`src/rtl/slpseq_pkg.sv`:
```
// ----------------------------------------------------------------------------
// Status LED pattern sequencer package
// Shared constants, code values and the command and status bundles that pass
// between the sequencer controller and its datapath.
// ----------------------------------------------------------------------------
package slpseq_pkg;

   // Block sizing.
   localparam int NUM_LEDS         = 3;
   localparam int TICKS_PER_SECOND = 10;
   localparam int LED_IDX_W        = (NUM_LEDS > 1) ? $clog2(NUM_LEDS) : 1;

   // Field widths of the item and result.
   localparam int FUNC_W    = 2;
   localparam int IDX_W     = 2;
   localparam int MODE_W    = 4;
   localparam int TIMEOUT_W = 16;
   localparam int PHASE_W   = 4;
   localparam int LEVELS_W  = 3;

   // Pattern boundaries for the pulse modes.
   localparam logic [PHASE_W-1:0] DOUBLE_END = PHASE_W'(4);
   localparam logic [PHASE_W-1:0] TRIPLE_END = PHASE_W'(6);

   // Item kinds.
   localparam logic [FUNC_W-1:0] FUNC_TICK  = 2'd0;
   localparam logic [FUNC_W-1:0] FUNC_SET   = 2'd1;
   localparam logic [FUNC_W-1:0] FUNC_FLASH = 2'd2;

   // LED modes.
   localparam logic [MODE_W-1:0] MODE_HOLD   = 4'd0;
   localparam logic [MODE_W-1:0] MODE_OFF    = 4'd1;
   localparam logic [MODE_W-1:0] MODE_ON     = 4'd2;
   localparam logic [MODE_W-1:0] MODE_TOGGLE = 4'd3;
   localparam logic [MODE_W-1:0] MODE_FLASH  = 4'd4;
   localparam logic [MODE_W-1:0] MODE_SLOW   = 4'd5;
   localparam logic [MODE_W-1:0] MODE_FAST   = 4'd6;
   localparam logic [MODE_W-1:0] MODE_DOUBLE = 4'd7;
   localparam logic [MODE_W-1:0] MODE_TRIPLE = 4'd8;

   // Commands from the controller to the datapath.
   typedef struct packed {
      logic                 load_item;
      logic                 apply_cmd;
      logic                 tick_step;
      logic [LED_IDX_W-1:0] tick_sel;
   } dp_cmd_type;

   // Status from the datapath to the controller.
   typedef struct packed {
      logic [LEVELS_W-1:0] levels;
   } dp_stat_type;

endpackage

```
`src/rtl/status_led_pattern_sequencer.sv`:
```
// ----------------------------------------------------------------------------
// Status LED pattern sequencer
// Drives three status LEDs from tick, set-mode and flash items on a stream.
// ----------------------------------------------------------------------------
// One item is worked on at a time and every item yields one result carrying
// the LED levels after that item. A tick walks the LEDs one per clock through
// a single shared update unit and then waits in a done state until the output
// register is free; a set or flash command takes one command step before that
// done state. The result sits in an output register, so a new item is taken as
// soon as the previous one has moved there, even while the result still waits
// on rsp_tready. All state but the captured item is cleared directly by reset.
module status_led_pattern_sequencer (
   input  logic        clock,
   input  logic        reset,
   // Item channel.
   input  logic        req_tvalid,
   output logic        req_tready,
   input  logic [23:0] req_tdata,   // led_index[1:0], mode[5:2], timeout_seconds[21:6], zeros
   input  logic [1:0]  req_tuser,   // func[1:0]
   // Result channel.
   output logic        rsp_tvalid,
   input  logic        rsp_tready,
   output logic [7:0]  rsp_tdata    // led_levels[2:0], zeros
);

   slpseq_pkg::dp_cmd_type               cmd;
   slpseq_pkg::dp_stat_type              stat;
   logic [slpseq_pkg::LEVELS_W-1:0]      rsp_levels;

   // Sequencing and output register.
   slpseq_ctrl u_ctrl (
      .clock      (clock),
      .reset      (reset),
      .req_tvalid (req_tvalid),
      .req_tready (req_tready),
      .req_func   (req_tuser),
      .rsp_tvalid (rsp_tvalid),
      .rsp_tready (rsp_tready),
      .rsp_levels (rsp_levels),
      .cmd        (cmd),
      .stat       (stat)
   );

   // LED state and update logic.
   slpseq_datapath u_datapath (
      .clock               (clock),
      .reset               (reset),
      .cmd                 (cmd),
      .req_func            (req_tuser),
      .req_led_index       (req_tdata[1:0]),
      .req_mode            (req_tdata[5:2]),
      .req_timeout_seconds (req_tdata[21:6]),
      .stat                (stat)
   );

   assign rsp_tdata = {5'b0, rsp_levels};

endmodule

```
`src/rtl/slpseq_datapath.sv`:
```
// ----------------------------------------------------------------------------
// Status LED pattern sequencer datapath
// Holds the captured item and the per-LED mode, phase, timeout and level, and
// updates one LED per step through a shared update unit.
// ----------------------------------------------------------------------------
module slpseq_datapath (
   input  logic                                 clock,
   input  logic                                 reset,
   input  slpseq_pkg::dp_cmd_type               cmd,
   input  logic [slpseq_pkg::FUNC_W-1:0]        req_func,
   input  logic [slpseq_pkg::IDX_W-1:0]         req_led_index,
   input  logic [slpseq_pkg::MODE_W-1:0]        req_mode,
   input  logic [slpseq_pkg::TIMEOUT_W-1:0]     req_timeout_seconds,
   output slpseq_pkg::dp_stat_type              stat
);

   // Captured item.
   logic [slpseq_pkg::FUNC_W-1:0]    func_ff;
   logic [slpseq_pkg::IDX_W-1:0]     idx_ff;
   logic [slpseq_pkg::MODE_W-1:0]    new_mode_ff;
   logic [slpseq_pkg::TIMEOUT_W-1:0] tmo_ff;

   // Per-LED state.
   logic [slpseq_pkg::MODE_W-1:0]    mode_ff   [slpseq_pkg::NUM_LEDS];
   logic [slpseq_pkg::PHASE_W-1:0]   phase_ff  [slpseq_pkg::NUM_LEDS];
   logic [slpseq_pkg::TIMEOUT_W-1:0] remain_ff [slpseq_pkg::NUM_LEDS];
   logic                             armed_ff  [slpseq_pkg::NUM_LEDS];
   logic                             level_ff  [slpseq_pkg::NUM_LEDS];

   // Next values of the selected LED for a tick step.
   logic [slpseq_pkg::MODE_W-1:0]    mode_in;
   logic [slpseq_pkg::PHASE_W-1:0]   phase_in;
   logic [slpseq_pkg::TIMEOUT_W-1:0] remain_in;
   logic                             armed_in;
   logic                             level_in;

   logic [slpseq_pkg::PHASE_W-1:0]   cur_phase;
   logic [slpseq_pkg::LED_IDX_W-1:0] cmd_sel;
   logic                             cmd_ok;

   // Capture the item on its transfer.
   always_ff @(posedge clock) begin
      if (cmd.load_item) begin
         func_ff     <= req_func;
         idx_ff      <= req_led_index;
         new_mode_ff <= req_mode;
         tmo_ff      <= req_timeout_seconds;
      end
   end

   // A set or flash command only acts on an existing LED.
   assign cmd_sel = slpseq_pkg::LED_IDX_W'(idx_ff);
   assign cmd_ok  = (32'(idx_ff) < slpseq_pkg::NUM_LEDS);

   // Shared tick update for the LED under the controller's index.
   always_comb begin
      cur_phase = phase_ff[cmd.tick_sel];
      mode_in   = mode_ff[cmd.tick_sel];
      remain_in = remain_ff[cmd.tick_sel];
      armed_in  = armed_ff[cmd.tick_sel];
      level_in  = level_ff[cmd.tick_sel];

      // Once a second the armed timeout counts down or expires.
      if ((cur_phase == '0) && armed_in) begin
         if (remain_in != '0) begin
            remain_in = remain_in - 1'b1;
         end else begin
            mode_in  = slpseq_pkg::MODE_OFF;
            armed_in = 1'b0;
         end
      end

      case (mode_in)
         slpseq_pkg::MODE_OFF: begin
            level_in = 1'b0;
         end
         slpseq_pkg::MODE_ON: begin
            level_in = 1'b1;
         end
         slpseq_pkg::MODE_TOGGLE: begin
            level_in = ~level_in;
            mode_in  = slpseq_pkg::MODE_HOLD;
         end
         slpseq_pkg::MODE_FLASH: begin
            if (cur_phase == '0) begin
               level_in = 1'b1;
            end else begin
               level_in = 1'b0;
               mode_in  = slpseq_pkg::MODE_HOLD;
            end
         end
         slpseq_pkg::MODE_SLOW: begin
            if (cur_phase == '0) level_in = ~level_in;
         end
         slpseq_pkg::MODE_FAST: begin
            if (cur_phase[0]) level_in = ~level_in;
         end
         slpseq_pkg::MODE_DOUBLE: begin
            if (cur_phase == '0) begin
               level_in = 1'b1;
            end else if (cur_phase < slpseq_pkg::DOUBLE_END) begin
               level_in = ~level_in;
            end
         end
         slpseq_pkg::MODE_TRIPLE: begin
            if (cur_phase == '0) begin
               level_in = 1'b1;
            end else if (cur_phase < slpseq_pkg::TRIPLE_END) begin
               level_in = ~level_in;
            end
         end
         default: begin
            // Hold and unused codes keep the level.
         end
      endcase

      // Phase advances and wraps once per second.
      if (cur_phase == slpseq_pkg::PHASE_W'(slpseq_pkg::TICKS_PER_SECOND - 1)) begin
         phase_in = '0;
      end else begin
         phase_in = cur_phase + 1'b1;
      end
   end

   // Per-LED state registers.
   always_ff @(posedge clock) begin
      if (reset) begin
         for (int i = 0; i < slpseq_pkg::NUM_LEDS; i++) begin
            mode_ff[i]   <= slpseq_pkg::MODE_OFF;
            phase_ff[i]  <= '0;
            remain_ff[i] <= '0;
            armed_ff[i]  <= 1'b0;
            level_ff[i]  <= 1'b0;
         end
      end else if (cmd.tick_step) begin
         mode_ff[cmd.tick_sel]   <= mode_in;
         phase_ff[cmd.tick_sel]  <= phase_in;
         remain_ff[cmd.tick_sel] <= remain_in;
         armed_ff[cmd.tick_sel]  <= armed_in;
         level_ff[cmd.tick_sel]  <= level_in;
      end else if (cmd.apply_cmd && cmd_ok) begin
         case (func_ff)
            slpseq_pkg::FUNC_SET: begin
               mode_ff[cmd_sel]   <= new_mode_ff;
               phase_ff[cmd_sel]  <= '0;
               remain_ff[cmd_sel] <= tmo_ff;
               armed_ff[cmd_sel]  <= (tmo_ff != '0);
            end
            slpseq_pkg::FUNC_FLASH: begin
               mode_ff[cmd_sel]  <= slpseq_pkg::MODE_FLASH;
               phase_ff[cmd_sel] <= '0;
            end
            default: begin
               // Ticks and the unused code change nothing here.
            end
         endcase
      end
   end

   // Levels of the LEDs that fit in the result.
   for (genvar g = 0; g < slpseq_pkg::LEVELS_W; g++) begin : g_levels
      if (g < slpseq_pkg::NUM_LEDS) begin : g_led
         assign stat.levels[g] = level_ff[g];
      end else begin : g_none
         assign stat.levels[g] = 1'b0;
      end
   end

endmodule

```
`src/rtl/slpseq_ctrl.sv`:
```
// ----------------------------------------------------------------------------
// Status LED pattern sequencer controller
// Takes items, steps the datapath through a command or a tick over every LED,
// and holds the result register of the output channel.
// ----------------------------------------------------------------------------
module slpseq_ctrl (
   input  logic                              clock,
   input  logic                              reset,
   input  logic                              req_tvalid,
   output logic                              req_tready,
   input  logic [slpseq_pkg::FUNC_W-1:0]     req_func,
   output logic                              rsp_tvalid,
   input  logic                              rsp_tready,
   output logic [slpseq_pkg::LEVELS_W-1:0]   rsp_levels,
   output slpseq_pkg::dp_cmd_type            cmd,
   input  slpseq_pkg::dp_stat_type           stat
);

   typedef enum logic [1:0] {
      ST_IDLE,
      ST_CMD,
      ST_TICK,
      ST_DONE
   } state_type;

   state_type                           state_ff;
   logic [slpseq_pkg::LED_IDX_W-1:0]    cnt_ff;
   logic                                rsp_valid_ff;
   logic                                rsp_valid_in;
   logic [slpseq_pkg::LEVELS_W-1:0]     rsp_levels_ff;
   logic                                req_xfer;
   logic                                out_free;
   logic                                last_led;

   assign req_tready = (state_ff == ST_IDLE);
   assign req_xfer   = req_tvalid && req_tready;
   assign out_free   = !rsp_valid_ff || rsp_tready;
   assign last_led   = (cnt_ff == slpseq_pkg::LED_IDX_W'(slpseq_pkg::NUM_LEDS - 1));

   // The result stays valid until its transfer, and a finished item refills it.
   assign rsp_valid_in = ((state_ff == ST_DONE) && out_free) ||
                         (rsp_valid_ff && !rsp_tready);

   assign rsp_tvalid = rsp_valid_ff;
   assign rsp_levels = rsp_levels_ff;

   // Datapath commands.
   assign cmd.load_item = req_xfer;
   assign cmd.apply_cmd = (state_ff == ST_CMD);
   assign cmd.tick_step = (state_ff == ST_TICK);
   assign cmd.tick_sel  = cnt_ff;

   // Sequencer state and result register.
   always_ff @(posedge clock) begin
      if (reset) begin
         state_ff      <= ST_IDLE;
         cnt_ff        <= '0;
         rsp_valid_ff  <= 1'b0;
         rsp_levels_ff <= '0;
      end else begin
         rsp_valid_ff <= rsp_valid_in;
         case (state_ff)
            ST_IDLE: begin
               if (req_xfer) begin
                  cnt_ff   <= '0;
                  state_ff <= (req_func == slpseq_pkg::FUNC_TICK) ? ST_TICK : ST_CMD;
               end
            end
            ST_CMD: begin
               state_ff <= ST_DONE;
            end
            ST_TICK: begin
               if (last_led) begin
                  state_ff <= ST_DONE;
               end else begin
                  cnt_ff <= cnt_ff + 1'b1;
               end
            end
            ST_DONE: begin
               if (out_free) begin
                  rsp_levels_ff <= stat.levels;
                  state_ff      <= ST_IDLE;
               end
            end
            default: begin
               state_ff <= ST_IDLE;
            end
         endcase
      end
   end

   // The tick index never leaves the range of LEDs.
   a_cnt_range: assert property (@(posedge clock) disable iff (reset)
      (state_ff == ST_TICK) |-> (32'(cnt_ff) < slpseq_pkg::NUM_LEDS))
      else $error("tick index beyond the last LED");

   // An accepted tick starts its sweep at the first LED.
   a_tick_start: assert property (@(posedge clock) disable iff (reset)
      (req_xfer && (req_func == slpseq_pkg::FUNC_TICK))
      |=> ((state_ff == ST_TICK) && (cnt_ff == '0)))
      else $error("tick did not start at the first LED");

   // A finished item with a free output produces exactly one result.
   a_done_emits: assert property (@(posedge clock) disable iff (reset)
      ((state_ff == ST_DONE) && out_free) |=> (rsp_valid_ff && (state_ff == ST_IDLE)))
      else $error("finished item did not reach the output");

   // A pending result is not overwritten before its transfer.
   a_rsp_hold: assert property (@(posedge clock) disable iff (reset)
      (rsp_valid_ff && !rsp_tready) |=> (rsp_valid_ff && $stable(rsp_levels_ff)))
      else $error("pending result lost or changed");

endmodule
```
`config.mk`:
```
export PLATFORM = sky130hd
export DESIGN_NAME = status_led_pattern_sequencer
export DESIGN_NICKNAME = d
export VERILOG_FILES = /design/src/rtl/slpseq_pkg.sv /design/src/rtl/status_led_pattern_sequencer.sv /design/src/rtl/slpseq_datapath.sv /design/src/rtl/slpseq_ctrl.sv
export SDC_FILE = /design/constraint.sdc
export NUM_CORES = 1
export LEC_CHECK = 0
export BUFFER_PORTS_ARGS = -buffer_cell sky130_fd_sc_hd__buf_4
export CORE_ASPECT_RATIO = 0.8
export CORE_MARGIN = 5
export CORE_UTILIZATION = 62
export CTS_BUF_LIST = sky130_fd_sc_hd__clkbuf_4
export DETAILED_ROUTE_END_ITERATION = 7
export PLACE_DENSITY_LB_ADDON = 0.25
export SYNTH_ARGS = -nofsm -noshare
export SYNTH_HDL_FRONTEND = slang
export SYNTH_SLANG_ARGS = --single-unit
```
`constraint.sdc`:
```
create_clock -name clock -period 9.87 [get_ports clock]
set_input_delay 0.4935 -clock clock [delete_from_list [all_inputs] [get_ports clock]]
set_output_delay 0.4935 -clock clock [all_outputs]
set_load 0.05 [all_outputs]
```
Word-level counts from Yosys, hierarchy flattened
Memories as Yosys holds them, arrays and structs flattened. A register that Yosys moved wholly into a read port is not among the register bits.
Index checks and enable logic that the tools add are counted.
{ "word_totals": {"output_inout_bits": 10, "ff_bits": 29, "elab_cells": 146, "inputBits": 30, "mem_bits_rw": 78, "n_memories": 5} }
{ "memory_table": {"columns": ["name", "depth", "word_bits", "read_ports", "rd_clocked_by_memory_dff", "wr", "line", "source"], "rows": [
  ["u_datapath.remain_ff", 3, 16, 1, 1, 3, "slpseq_datapath.sv:26", "logic [slpseq_pkg::TIMEOUT_W-1:0] remain_ff [slpseq_pkg::NUM_LEDS];"],
  ["u_datapath.mode_ff", 3, 4, 1, 1, 3, "slpseq_datapath.sv:24", "logic [slpseq_pkg::MODE_W-1:0] mode_ff [slpseq_pkg::NUM_LEDS];"],
  ["u_datapath.phase_ff", 3, 4, 1, 1, 3, "slpseq_datapath.sv:25", "logic [slpseq_pkg::PHASE_W-1:0] phase_ff [slpseq_pkg::NUM_LEDS];"],
  ["u_datapath.armed_ff", 3, 1, 1, 1, 3, "slpseq_datapath.sv:27", "logic armed_ff [slpseq_pkg::NUM_LEDS];"],
  ["u_datapath.level_ff", 3, 1, 4, 4, 3, "slpseq_datapath.sv:28", "logic level_ff [slpseq_pkg::NUM_LEDS];"]
]} }
{ "classes": {"bitwise": 3, "eq_ne": 19, "magnitude_cmp": 3, "n_reduce_logical": 27, "n_mux": 79, "n_addsub": 3} }
{ "op_table": {"columns": ["operator", "count"], "rows": [
  ["$mux 16", 4],
  ["$mux 2", 25],
  ["$mux 4", 10],
  ["$mux 1", 36],
  ["$reduce_bool 16->1", 2],
  ["$reduce_or 16->1", 2],
  ["$eq 4x3->1 const B", 4],
  ["$reduce_or 4->1", 4],
  ["$sub 16x1->16 const B", 1],
  ["$eq 2x2->1 const B", 4],
  ["$eq 4x2->1 const B", 2],
  ["$eq 4x4->1 const B", 2],
  ["$lt 4x3->1 const B", 2],
  ["$pmux 1 s8", 1],
  ["$pmux 2 s4", 1],
  ["$pmux 4 s2", 1],
  ["$reduce_and 3->1", 2],
  ["$logic_and 1x1->1", 5],
  ["$add 4x1->4 const B", 1],
  ["$eq 2x1->1 const B", 2],
  ["$eq 4x1->1 const B", 1],
  ["$logic_not 2->1", 2],
  ["$logic_not 4->1", 1],
  ["$ne 2x1->1 const B", 2],
  ["other kinds (11)", 17]
]} }

Longest topological paths before layout
{ "depth": {"depth_word": 9, "depth_mapped": 13, "depth_no_buf": 9} }

Modules after synthesis
Synthesis repeated with hierarchy kept, for this count alone.
{ "unflattened": {"hier_cells": 568, "area_unflattened_um2": 6965.4} }
{ "modules_own_cells": {"columns": ["module", "cells_per_inst", "area_per_inst_um2", "seq_area_each_um2", "instances"], "rows": [
  ["slpseq_datapath", 511, 6470.0, 3843.7, 1],
  ["slpseq_ctrl", 51, 454.2, 160.2, 1],
  ["status_led_pattern_sequencer", 6, 41.3, 0.0, 1]
]} }

Worst setup path after synthesis
Ideal clock, no wire load.
{ "synth_path": {"path_kind": "reg-to-reg", "start": "reg (tool-made name)", "end": "mem u_datapath.remain_ff[2][0] (netlist bit), data pin", "synth_period_minus_slack_ps": 3147, "t_arrival_ps": 2863, "path_slack_ps": 6723, "stages_incl_launch_ff": 14, "setup_ps": 285, "path_buffers": 4, "t_required_ps": 9585, "cell_sequence": "dfxtp_1 -> buf_6 -> buf_12 -> buf_12 -> mux4_2 -> inv_1 -> ha_1 -> inv_1 -> or3_1 -> nor3_4 -> buf_4 -> a21oi_1 -> xnor2_1 -> a211oi_1"} }
{ "synth_rtl": {"columns": ["element", "line"], "rows": [
  ["end, declared", "slpseq_datapath.sv:26"]
]} }

==> out/metrics.cfg <==
[sta]
slew-limit-headroom=0.287
clock_skew_ns=0.0241
hold_violations=0
worst_pin_slew_ns=1.07
setup_tns_ns=0
period_minus_slack_ns=3.91
fin_crit_sh=0.397
rsz0062_at_grt=no
max_clock_freq_mhz=255
setup_viol=0
slew_violations=0

[synth]
ys_async_sr_fraction=0
syn_area_um2=7150
syn_inst=568
yosysWarnings=0
avgSynthCellArea_um2=12.6
synthFlopType=edfxtp_1
ys_types=68
synth-seq-cells=138
synth_edf_count=128
yosysSeqAreaShare=0.566

[pwr]
swShare=0.353
pwr-share-clk=0.212
p_seq_frac=0.453
peakVddDrop_mv=0.184
p_switching_mw=0.595
p_leak_nw=2.85
p_per_area_nw_per_um2=217
p_int_mw=1.09
comb_power_share=0.335

[clock_tree]
cts.sink_count=138
cts_resized=0
clk_latency_ns=0.53
cts_made_buffers=17
cts_buffer_depth=2
cts_root_buf=clkbuf_4
hold_buffers=0
cts_tree=yes
cts-htree-levels=4
clkTransAtPathRegs_ns=0.12
cts_setup_buffers=0

[die]
coreArea_um2=11400
rows=35
dieArea_um2=13800
die_w_um=130
start_util=0.628
top_level_ports=40
die_h_um=106

[critical_path]
crit_slowest_cell=mux4_2
cpLargestDelayFamily=simple AND/OR/NAND/NOR gates
end_kind=register
crit_path_max_incr_delay_ns=0.68
crit_required_ns=10.13
worstPathMaxFanout=27
critPathBufInv=3
cp-start-kind=register
path_class=register to register
arrival_ns=4.18
crit_chain=buf_4, mux4_2, inv_1, ha_1, inv_1, or3_1, nor3_4, a2111oi_0, a211oi_1, nor2_1
cpMostUsedCell=inv_1

[cells_and_area]
fin_nets=645
final_common_cell=edfxtp_1
final_cells=764
num_antenna_cells=0
drive_above_1_share=0.169
layout_common_cells=edfxtp_1, nor2_1, buf_4, inv_1, a21oi_1
area_growth_pct=8.40

[route]
routed_wl_um=16100
drcViolationCount=0
routedWlPerCell_um=21.1
drtIter0Drc=727
via_per_inst=6.47
vias=4945
drtPass1Iterations=5
ant_nets=0

[placement]
dpl.cell_count=732
io_buffers=32
place_hpwl_um=10600
routabilityCongestion=0.908

[job]
maxCapViolations=0

[global_routing]
antenna_found_initial=0
grt_pass1_wl_um=25400
grt_remaining_overflow=0
grt_usage=0.245
grt_max_degree=35
first_global_vias=4808

[run_status]
status=completed

[min_path]
worstHoldPathType=primary input to register

cell usage after synthesis (all sizes together), types with 14 or more instances:
cell type | count | area share
a211oi | 18 | 0.022
a21oi | 23 | 0.016
and2 | 14 | 0.012
buf | 14 | 0.017
clkbuf | 15 | 0.0079
edfxtp | 128 | 0.54
inv | 38 | 0.020
mux4 | 27 | 0.093
nand2 | 18 | 0.0094
nand2b | 21 | 0.018
nor2 | 91 | 0.048
final cells by class:
type	count	area (um^2)
clock buffer	22	165
clock inverter	10	105
fill	837	3640
inverter	38	143
multi-input combinational	367	2800
sequential	138	4040
tap	148	185
timing repair buffer	41	308
final timing paths:
check	start	to	slack [ns]	cells after the start
setup / recovery	register	u_datapath.remain_ff[2][6]	5.96	10
hold / removal	req_tdata[11]	u_datapath.tmo_ff[5]	0.13	1
setup reg to reg	register	u_datapath.remain_ff[2][6]	5.96	10
hold reg to reg	u_ctrl.state_ff[0]	u_ctrl.state_ff[0]	0.51	2
routing by layer:
metal	share of wire	wire length (um)	up-vias	GRT usage
met5	0	0	-	0
met4	0.018	286	0	0.0712
met3	0.094	1520	28	0.0497
met2	0.47	7510	288	0.372
met1	0.42	6820	2408	0.360
li1	-	-	2221	-
logic make-up (layout without fill, tap and decap cells):
kind of cell | Yosys count | after routing | share of synthesized area
and+or+nand+nor | 219 | 219 | 0.163
DFF | 138 | 138 | 0.566
AOI/OAI and AO/OA | 95 | 95 | 0.0996
buffers and inverters | 67 | 111 | 0.0448
muxes | 31 | 31 | 0.0991
adders and majority gates | 12 | 12 | 0.0210
xor gates and xnor gates | 5 | 5 | 0.00613
other | 1 | 5 | 0.000525
power groups by stage:
stage	clock network, mW	registers (mW)	logic (mW)
after detailed placement	0	0.776	0.552
after CTS	0.362	0.763	0.557
after global routing	0.386	0.770	0.612
after global placement	0	0.773	0.532
final	0.357	0.764	0.564
after floorplan	0	0.766	0.425
stage by stage:
| stage | total power, mW | setup slack (ns) | area [um^2] | hold WS (ns) | utilization |
|---|---|---|---|---|---|
| 2_1_floorplan | 1.19 | 6.72 | 7160 | 0.466 | - |
| 3_3_place_gp | 1.30 | 6.13 | 7480 | 0.481 | 0.657 |
| 3_5_place_dp | 1.33 | 6.07 | 7480 | 0.499 | 0.657 |
| 4_1_cts | 1.68 | 6.00 | 7750 | 0.0955 | 0.681 |
| 5_1_grt | 1.77 | 5.69 | 7750 | 0.0790 | 0.681 |
| 6_report | 1.69 | 5.96 | 7750 | 0.132 | 0.681 |
registers in the layout, indices dropped and copies added (netlist names), 3 cells and up, named ones only:
signal	flops
u_datapath.mode_ff	16
u_datapath.remain_ff	64
u_datapath.tmo_ff	16
u_datapath.armed_ff	4
u_datapath.level_ff	4
u_datapath.phase_ff	16
rsp_tdata	3
u_datapath.new_mode_ff	4
(Power assumes the default switching activity.)
